<file path="config.mk">
export PLATFORM = sky130hd
export DESIGN_NAME = stable_priority_queue
export DESIGN_NICKNAME = d
export VERILOG_FILES = /design/src/hdl/spq_pkg.sv /design/src/hdl/spq_mem.sv /design/src/hdl/stable_priority_queue.sv
export SDC_FILE = /design/constraint.sdc
export NUM_CORES = 1
export LEC_CHECK = 0
export BUFFER_PORTS_ARGS = -buffer_cell sky130_fd_sc_hd__buf_2
export CELL_PAD_IN_SITES_DETAIL_PLACEMENT = 1
export CELL_PAD_IN_SITES_GLOBAL_PLACEMENT = 2
export CORE_ASPECT_RATIO = 1.5
export CORE_MARGIN = 2
export CORE_UTILIZATION = 45
export DETAILED_ROUTE_END_ITERATION = 6
export PLACE_DENSITY = 0.79
export SYNTH_ARGS = -nofsm -noshare
export SYNTH_HDL_FRONTEND = slang
export SYNTH_SLANG_ARGS = --single-unit
export TNS_END_PERCENT = 100
</file>
<file path="constraint.sdc">
create_clock -name clk -period 7.21 [get_ports clk]
set_clock_uncertainty 0.05 [all_clocks]
set_input_delay 0.721 -clock clk [delete_from_list [all_inputs] [get_ports clk]]
set_output_delay 0.721 -clock clk [all_outputs]
set_load 0.02 [all_outputs]
</file>
<file path="src/hdl/spq_pkg.sv">
// shared types and constants for the stable priority queue
package spq_pkg;

  localparam int TAG_W   = 16;
  localparam int PRIO_W  = 8;
  localparam int STAMP_W = 32;
  localparam int OCC_W   = 5;

  typedef enum logic {
    OP_ADD      = 1'b0,
    OP_COMPLETE = 1'b1
  } op_e;

  typedef enum logic [1:0] {
    STS_ADDED     = 2'd0,
    STS_COMPLETED = 2'd1,
    STS_EMPTY     = 2'd2,
    STS_FULL      = 2'd3
  } status_e;

  typedef enum logic [2:0] {
    S_IDLE,
    S_ADD_WALK,
    S_DEL_HEAD,
    S_DEL_SHIFT,
    S_FINISH
  } state_e;

  typedef struct packed {
    op_e                op;
    logic [TAG_W-1:0]   task_tag;
    logic [PRIO_W-1:0]  priority_req;
    logic [STAMP_W-1:0] stamp;
  } req_item_t;

  typedef struct packed {
    status_e            status;
    logic [TAG_W-1:0]   out_tag;
    logic [PRIO_W-1:0]  out_priority;
    logic [STAMP_W-1:0] out_stamp;
    logic [OCC_W-1:0]   occupancy;
  } rsp_item_t;

endpackage

</file>
<file path="src/hdl/spq_mem.sv">
// entry store: one write port, one read port with registered read data
module spq_mem import spq_pkg::*; #(
  parameter int DEPTH = 16,
  parameter int WIDTH = 56
) (
  input  logic                     clk,
  input  logic                     we,
  input  logic [$clog2(DEPTH)-1:0] waddr,
  input  logic [WIDTH-1:0]         wdata,
  input  logic [$clog2(DEPTH)-1:0] raddr,
  output logic [WIDTH-1:0]         rdata
);

  logic [WIDTH-1:0] mem [DEPTH];

  always_ff @(posedge clk) begin
    if (we) begin
      mem[waddr] <= wdata;
    end
    rdata <= mem[raddr];
  end

endmodule

</file>
<file path="src/hdl/stable_priority_queue.sv">
// stable priority queue: sorted entry store walked by a small sequencer
// add: moves k entries back one slot, k = entries moved back (0..count), then writes the new entry;
//   complete takes the head and moves the rest up; full add and empty complete only report status
// throughput: one item at a time; the one read port and one write port of the entry store
//   move one entry per cycle
// reset: synchronous, clears the sequencer, the entry count and the result valid;
//   stored entries are not cleared and are never read before they are written
module stable_priority_queue import spq_pkg::*; #(
  parameter int QUEUE_DEPTH   = 16,
  parameter int PRIORITY_BITS = 8
) (
  input  logic      clk,
  input  logic      rst,
  input  logic      req_valid,
  output logic      req_ready,
  input  req_item_t req,
  output logic      rsp_valid,
  input  logic      rsp_ready,
  output rsp_item_t rsp
);

  localparam int AW = $clog2(QUEUE_DEPTH);
  localparam int CW = $clog2(QUEUE_DEPTH + 1);
  localparam int PW = (PRIORITY_BITS < PRIO_W) ? PRIORITY_BITS : PRIO_W;
  localparam int EW = TAG_W + PW + STAMP_W;

  state_e          state, state_next;
  logic [CW-1:0]   count, count_next;
  logic [CW-1:0]   idx, idx_next;
  logic [EW-1:0]   new_ent;
  logic            load_new;
  rsp_item_t       pend, pend_next;
  rsp_item_t       rsp_fill;
  logic            rsp_load;

  logic            we;
  logic [AW-1:0]   waddr;
  logic [EW-1:0]   wdata;
  logic [AW-1:0]   raddr;
  logic [EW-1:0]   rdata;

  logic [PW-1:0]   rd_prio, new_prio;
  logic [OCC_W+CW-1:0] count_wide;

  assign rd_prio    = rdata[STAMP_W +: PW];
  assign new_prio   = new_ent[STAMP_W +: PW];
  assign count_wide = {{OCC_W{1'b0}}, count};
  assign req_ready  = (state == S_IDLE);
  assign rsp_load   = (state == S_FINISH) && (!rsp_valid || rsp_ready);

  spq_mem #(
    .DEPTH (QUEUE_DEPTH),
    .WIDTH (EW)
  ) u_mem (
    .clk   (clk),
    .we    (we),
    .waddr (waddr),
    .wdata (wdata),
    .raddr (raddr),
    .rdata (rdata)
  );

  always_ff @(posedge clk) begin
    if (rst) begin
      state <= S_IDLE;
      count <= '0;
    end else begin
      state <= state_next;
      count <= count_next;
    end
  end

  always_ff @(posedge clk) begin
    idx  <= idx_next;
    pend <= pend_next;
    if (load_new) begin
      new_ent <= {req.task_tag, req.priority_req[PW-1:0], req.stamp};
    end
  end

  always_ff @(posedge clk) begin
    if (rst) begin
      rsp_valid <= 1'b0;
    end else if (rsp_load) begin
      rsp_valid <= 1'b1;
    end else if (rsp_ready) begin
      rsp_valid <= 1'b0;
    end
  end

  always_comb begin
    rsp_fill           = pend;
    rsp_fill.occupancy = count_wide[OCC_W-1:0];
  end

  always_ff @(posedge clk) begin
    if (rsp_load) begin
      rsp <= rsp_fill;
    end
  end

  always_comb begin
    state_next = state;
    count_next = count;
    idx_next   = idx;
    pend_next  = pend;
    load_new   = 1'b0;
    we         = 1'b0;
    waddr      = '0;
    wdata      = new_ent;
    raddr      = '0;
    case (state)
      S_IDLE: begin
        if (req_valid) begin
          pend_next = '0;
          case (req.op)
            OP_ADD: begin
              if (count == CW'(QUEUE_DEPTH)) begin
                pend_next.status = STS_FULL;
                state_next       = S_FINISH;
              end else begin
                load_new = 1'b1;
                idx_next = count;
                if (count != '0) begin
                  raddr = AW'(count - 1'b1);
                end
                state_next = S_ADD_WALK;
              end
            end
            OP_COMPLETE: begin
              if (count == '0) begin
                pend_next.status = STS_EMPTY;
                state_next       = S_FINISH;
              end else begin
                idx_next   = CW'(1);
                state_next = S_DEL_HEAD;
              end
            end
            default: begin
              state_next = S_IDLE;
            end
          endcase
        end
      end
      S_ADD_WALK: begin
        // rdata holds entry idx-1; strictly larger priority values move back one slot
        we    = 1'b1;
        waddr = idx[AW-1:0];
        if (idx != '0 && rd_prio > new_prio) begin
          wdata    = rdata;
          idx_next = idx - 1'b1;
          if (idx >= CW'(2)) begin
            raddr = AW'(idx - CW'(2));
          end
        end else begin
          wdata            = new_ent;
          count_next       = count + 1'b1;
          pend_next.status = STS_ADDED;
          state_next       = S_FINISH;
        end
      end
      S_DEL_HEAD: begin
        pend_next.status       = STS_COMPLETED;
        pend_next.out_tag      = rdata[EW-1 -: TAG_W];
        pend_next.out_priority = PRIO_W'(rd_prio);
        pend_next.out_stamp    = rdata[STAMP_W-1:0];
        if (count > CW'(1)) begin
          raddr      = AW'(1);
          state_next = S_DEL_SHIFT;
        end else begin
          count_next = count - 1'b1;
          state_next = S_FINISH;
        end
      end
      S_DEL_SHIFT: begin
        // rdata holds entry idx, moved up to idx-1
        we    = 1'b1;
        waddr = AW'(idx - 1'b1);
        wdata = rdata;
        if ((idx + 1'b1) < count) begin
          raddr    = AW'(idx + 1'b1);
          idx_next = idx + 1'b1;
        end else begin
          count_next = count - 1'b1;
          state_next = S_FINISH;
        end
      end
      S_FINISH: begin
        if (!rsp_valid || rsp_ready) begin
          state_next = S_IDLE;
        end
      end
      default: begin
        state_next = S_IDLE;
      end
    endcase
  end

  a_count_bound: assert property (@(posedge clk) disable iff (rst)
    count <= CW'(QUEUE_DEPTH))
    else $error("entry count above depth");

  a_one_at_a_time: assert property (@(posedge clk) disable iff (rst)
    req_valid && req_ready |=> !req_ready)
    else $error("request taken while busy");

  a_walk_index: assert property (@(posedge clk) disable iff (rst)
    state == S_ADD_WALK |-> idx <= count)
    else $error("insert walk beyond tail");

  a_full_occ: assert property (@(posedge clk) disable iff (rst)
    rsp_valid && rsp.status == STS_FULL |-> rsp.occupancy == OCC_W'(QUEUE_DEPTH))
    else $error("full status without full occupancy");

  a_empty_occ: assert property (@(posedge clk) disable iff (rst)
    rsp_valid && rsp.status == STS_EMPTY |-> rsp.occupancy == '0)
    else $error("empty status with entries queued");

endmodule
</file>
### Word-level counts from Yosys, hierarchy flattened

Memory sizes are Yosys's and may differ from the RTL's. A register that Yosys moved wholly into a read port is not among the register bits.
Index checks and enable logic that the tools add are counted.

| storage, ports and cells | value |
|---|---|
| memories kept | 1 |
| RAM bits | 896 |
| register bits | 191 |
| input port bits | 61 |
| output and inout port bits | 65 |

Memory list:

| name | words | bits a word | rd ports | clocked after memory_dff | write ports | RTL line | text |
|---|---|---|---|---|---|---|---|
| u_mem.mem | 16 | 56 | 1 | 1 | 1 | spq_mem.sv:14 | `logic [WIDTH-1:0] mem [DEPTH];` |

| cells by class | value |
|---|---|
| equality and inequality tests | 14 |
| bitwise gates (word level) | 1 |
| $add $sub $neg | 5 |
| multiplexer cells | 48 |
| reduce and logical (&&, ||, !) cells | 19 |
| order comparisons | 4 |

Operator list:

| cell | count |
|---|---|
| $pmux W56 S2 | 2 |
| $mux W63 | 1 |
| $mux W56 | 1 |
| $mux W5 | 8 |
| $pmux W5 S3 | 2 |
| $mux W4 | 7 |
| $mux W3 | 7 |
| $pmux W4 S4 | 1 |
| $pmux W3 S5 | 1 |
| $ne A2 B2 Y1 const B | 6 |
| $add A5 B1 Y5 const B | 2 |
| $mux W1 | 10 |
| $pmux W5 S2 | 1 |
| $reduce_bool A5 Y1 | 2 |
| $sub A5 B1 Y5 const B | 2 |
| $reduce_bool A3 Y1 | 3 |
| $gt A8 B8 Y1 | 1 |
| $pmux W4 S2 | 1 |
| $reduce_and A4 Y1 | 2 |
| $eq A3 B2 Y1 const B | 2 |
| $mux W2 | 3 |
| $ne A3 B3 Y1 const B | 2 |
| $pmux W2 S3 | 1 |
| $pmux W3 S2 | 1 |
| 20 further kinds | 22 |

### Depth between registers and ports, before layout

| logic depth | value |
|---|---|
| depth in word-level cells | 6 |
| mapped depth | 17 |

### Hierarchy

From an unflattened synthesis, not the netlist that was laid out.

| unflattened totals | value |
|---|---|
| cells, all modules | 2092 |
| area total of the unflattened synthesis | 42857.4 sq um |

Modules (own cells, without submodules):

| module | times used | sequential area each (sq um) | area each (sq um) | cells an instance |
|---|---|---|---|---|
| spq_mem | 1 | 28026.9 | 34678.3 | 1445 |
| stable_priority_queue | 1 | 5645.4 | 8179.1 | 647 |

### Least setup slack after synthesis

No wires, ideal clock.

| timing path | value |
|---|---|
| path type | register to register |
| from | register state[1] |
| to | register pend[10] (netlist bit) (enable) |
| data arrival time | 4.834 ns |
| library setup time | 0.539 ns |
| path buffers | 2 |
| stages on the path, launching flop included | 5 |
| data required time | 6.621 ns |
| period minus slack after synthesis | 5.422 ns |
| path slack | 1.788 ns |
| cells stage by stage | dfxtp_1 clkbuf_1 buf_1 nor2_1 nor3_1 |

| on the way | value |
|---|---|
| longest elaborated chain between the ends | 3 |
| elaborated cells between the ends (all ways) | 5 |
| those cells by class | eq/ne (2); reduce/logical (3) |

RTL lines:

| element | RTL line | text |
|---|---|---|
| start, declared | stable_priority_queue.sv:27 | `state_e state, state_next;` |
| start signal, assigned | stable_priority_queue.sv:68 | `state <= state_next;` |
| $eq A3 B2 Y1 / $logic_not A3 Y1 (equally long branches) | stable_priority_queue.sv:112 | `case (state)` |
| $reduce_bool A2 Y1 (no line) / $ne A2 B2 Y1 (equally long branches) | -- |  |
| $reduce_and A2 Y1 (no line) * | -- |  |
| end signal, assigned | stable_priority_queue.sv:75 | `pend <= pend_next;` |
| end, declared | stable_priority_queue.sv:32 | `rsp_item_t pend, pend_next;` |

Mark *: on every way between the ends. The rest lies on a longest branch, timed or not.
A chain may end at the register's enable or synchronous reset.

### Final worst setup path

| timing path | value |
|---|---|
| from | register idx[0] |
| to | register u_mem.rdata[54], read port of u_mem.mem |

| on the way | value |
|---|---|
| longest elaborated chain between the ends | 4 |
| elaborated cells between the ends (all ways) | 10 |
| those cells by class | add/sub (2); order compare (2); mux (4); reduce/logical (2) |

RTL lines:

| element | RTL line | text |
|---|---|---|
| start, declared | stable_priority_queue.sv:29 | `logic [CW-1:0] idx, idx_next;` |
| start signal, assigned | stable_priority_queue.sv:74 | `idx <= idx_next;` |
| $add A5 B1 Y5, or another cell as far along | stable_priority_queue.sv:180 | `if ((idx + 1'b1) < count) begin` |
| $lt A5 B5 Y1, or another cell as far along | stable_priority_queue.sv:180 |  |
| $mux W4 (on tied branches) | stable_priority_queue.sv:180, stable_priority_queue.sv:149 |  |
| $pmux W4 S4 * | stable_priority_queue.sv:112 |  |
| end, declared | spq_mem.sv:11 | `output logic [WIDTH-1:0] rdata` |

Marked as above.

==> results.sh <==
export IMPL_ys_flop_type="edfxtp_1"
export IMPL_start_util_pct=45.4
export IMPL_clock_sinks=1143
export IMPL_rsz0062_at_grt="false"
export IMPL_cp_end_kind="flop"
export IMPL_setup_tns_ns=0
export IMPL_min_period_ns=4.79
export IMPL_maxSlewViolCount=0
export IMPL_num_vias=26500
export IMPL_fp_dieW_um=259
export IMPL_holdBufCountCts=0
export IMPL_hold_path_depth=1
export IMPL_vias_per_cell=5.75
export IMPL_critPathKind="reg -> reg"
export IMPL_maxCapViolations=0
export IMPL_drtPass1Iterations=5
export IMPL_utilization_pct=51.2
export IMPL_grt_pass1_vias=28600
export IMPL_drive_gt1_share_pct=13.2
export IMPL_antenna_found_initial=1
export IMPL_io_buffers=125
export IMPL_yosysSeqAreaShare_pct=76.4
export IMPL_grt_use_total_pct=24.2
export IMPL_ff2ff_path_depth=13
export IMPL_cellLeakagePower_nw=16.8
export IMPL_drtIter0Drc=1939
export IMPL_dp_hpwl_mm=65.7
export IMPL_drc=0
export IMPL_grt_first_pass_wirelength_mm=181
export IMPL_syn2layout_area_growth_pct=12.7
export IMPL_cts_buffers_inserted=107
export IMPL_cts_tree="done"
export IMPL_num_io_pins=126
export IMPL_cts_resized_gates=0
export IMPL_synthesis_nets=3221
export IMPL_synth_top_area_share_pct=73.5
export IMPL_status="completed"
export IMPL_synth_edff_count=1078
export IMPL_htree_levels=3
export IMPL_ant_nets=0
export IMPL_syn_avg_cell_area_um2=14.0
export IMPL_grt_max_degree=177
export IMPL_period_share_pct=66.5
export IMPL_die_h_um=387
export IMPL_fillers=9489
export IMPL_yosysWarnings=0
export IMPL_hold_path_class="in -> reg"
export IMPL_crit_fanout=33
export IMPL_num_nets_final=3326
export IMPL_tightest_slew_ns=1.29
export IMPL_post_cts_buffers=0
export IMPL_ir_drop_mv=0.192
export IMPL_syn_area_um2=44100
export IMPL_drt_wl_total_mm=122
export IMPL_synth_cells=3138
export IMPL_finalHoldViolCount=0
export IMPL_p_per_area_nw_per_um2=356
export IMPL_async_reset_ff_share_pct=0
export IMPL_clk_path_buf_depth=3
export IMPL_clock_fmax_ghz=0.209
export IMPL_crit_arrival_ns=5.30
export IMPL_path_clk_slew_ns=0.06
export IMPL_required_ns=7.72
export IMPL_cts_root_buf="clkbuf_16"
export IMPL_grt_ovfl_total=0
export IMPL_gp_congestion=0.824
export IMPL_synth_largest_area_cell="edfxtp_1"
export IMPL_rows=140
export IMPL_ys_types=70
export IMPL_ys_seq_elements=1143
export IMPL_synthTopCellsByArea="edfxtp_1 73%, nand2_1 7.4%, nand3_1 4.1%"
export IMPL_worstSetupStartpointType="flop"
export IMPL_core_um2=97000
export IMPL_die_area_um2=100000
export IMPL_slew_headroom_pct=13.0
export IMPL_wl_per_cell_um=26.4
export IMPL_finalSetupViolations=0
export IMPL_insertion_delay_ns=0.72
## path summary, 6_finish.rpt
kind,from,endpoint,slack (ns)
min reg2reg,pend[31],rsp[31],0.37
min,req[12],new_ent[12],0.14
max,idx[0],u_mem.rdata[54],2.42
max reg2reg,idx[0],u_mem.rdata[54],2.42
## routing by layer
layer / wire, µm / GRT usage, % / up-vias
li1: - / - / 11800
met1: 47100 / 28.9 / 13800
met2: 65300 / 44.0 / 717
met3: 5010 / 2.92 / 223
met4: 4330 / 9.79 / 0
met5: 0 / 0 / -
## layout by cell type, fill, tap and decap left out, types with 9 or more instances in the layout
master,n
bufinv_16,9
dfxtp_1,65
nand3_1,360
buf_2,125
a32oi_1,28
o21ai_0,18
xnor2_1,10
clkbuf_8,13
and4_1,28
clkbuf_16,110
and2_1,57
clkinv_2,20
buf_4,47
inv_1,18
a32o_1,29
nor2_1,16
a31oi_1,55
edfxtp_1,1078
nand2_1,865
clkbuf_1,24
ha_1,22
mux2i_1,32
mux2_2,50
nand4_1,89
nor2_4,21
a21oi_1,14
clkinv_1,14
## logic make-up (layout without fill, tap and decap cells)
group	after synthesis	after routing	synth area share, %
compound gates	186	186	3.27
xor+xnor	16	16	0.318
fa+ha+maj	22	22	0.625
buf+inv	202	399	2.12
flops	1143	1143	76.4
mux	82	82	2.00
other cells	0	1	0
simple gates	1487	1487	15.2
## Yosys cell counts, drive strengths merged, types with 4 or more instances
cell type	count
nand2	867
dfxtp	65
o21ai	19
nor2	41
xor2	6
nor2b	4
and2	59
nor3	10
nand2b	6
edfxtp	1078
xnor2	10
o211ai	6
inv	18
a21oi	15
a32oi	28
buf	115
clkbuf	69
nand3	360
or3	4
ha	22
and4	28
mux2	50
nand4	90
a31oi	56
a32o	29
o31ai	6
and3	8
mux2i	32
## power by group
part | switching, mW | total (mW) | internal [mW] | leakage (nW)
Combinational | 2.49 | 3.46 | 0.967 | 4.70
Clock | 2.49 | 5.75 | 3.25 | 1.73
Sequential | 0.296 | 8.48 | 8.19 | 10.3
Total | 5.28 | 17.7 | 12.4 | 16.8
## state kept, by name (all words and copies together) (netlist names)
signal,count
count,5
rsp_valid,1
rsp,63
state,3
pend,58
u_mem.mem,896
idx,5
u_mem.rdata,56
new_ent,56
## per-stage QoR
step / power [mW] / instance area (µm²) / instances / worst slack, ns / hold WS [ns]
2_1_floorplan: 10.8 / 44100 / 3138 / 1.79 / 0.350
3_3_place_gp: 11.9 / 46100 / 4411 / 2.58 / 0.353
3_5_place_dp: 12.1 / 46100 / 4412 / 2.42 / 0.356
4_1_cts: 17.8 / 49700 / 4613 / 2.41 / 0.0890
5_1_grt: 18.4 / 49700 / 4613 / 2.11 / 0.115
6_report: 17.7 / 49700 / 4614 / 2.42 / 0.137
## layout make-up
| class | instances | area, µm² | share of cell area, % |
|---|---|---|---|
| sequential | 1143 | 33700 | 67.8 |
| multi-input combinational | 1793 | 9620 | 19.4 |
| clock buffer | 147 | 3020 | 6.09 |
| tap | 1278 | 1600 | 3.22 |
| timing repair buffer | 180 | 1140 | 2.29 |
| clock inverter | 54 | 533 | 1.07 |
| inverter | 18 | 67.6 | 0.136 |
| antenna | 1 | 2.50 | 0.00504 |
## critical path: stages, from the launching register on
cell and delay, ns:
edfxtp_1 0.66, inv_1 0.25, ha_1 0.46, ha_1 0.31, a21boi_0 0.19, o221a_2 0.27
nand2b_4 0.18, o22a_1 0.34, and2_2 0.64, buf_4 0.52, nor2_2 0.08, buf_4 0.30
a32oi_1 0.24, o31ai_1 0.10
Power figures use the tool's default switching activity.
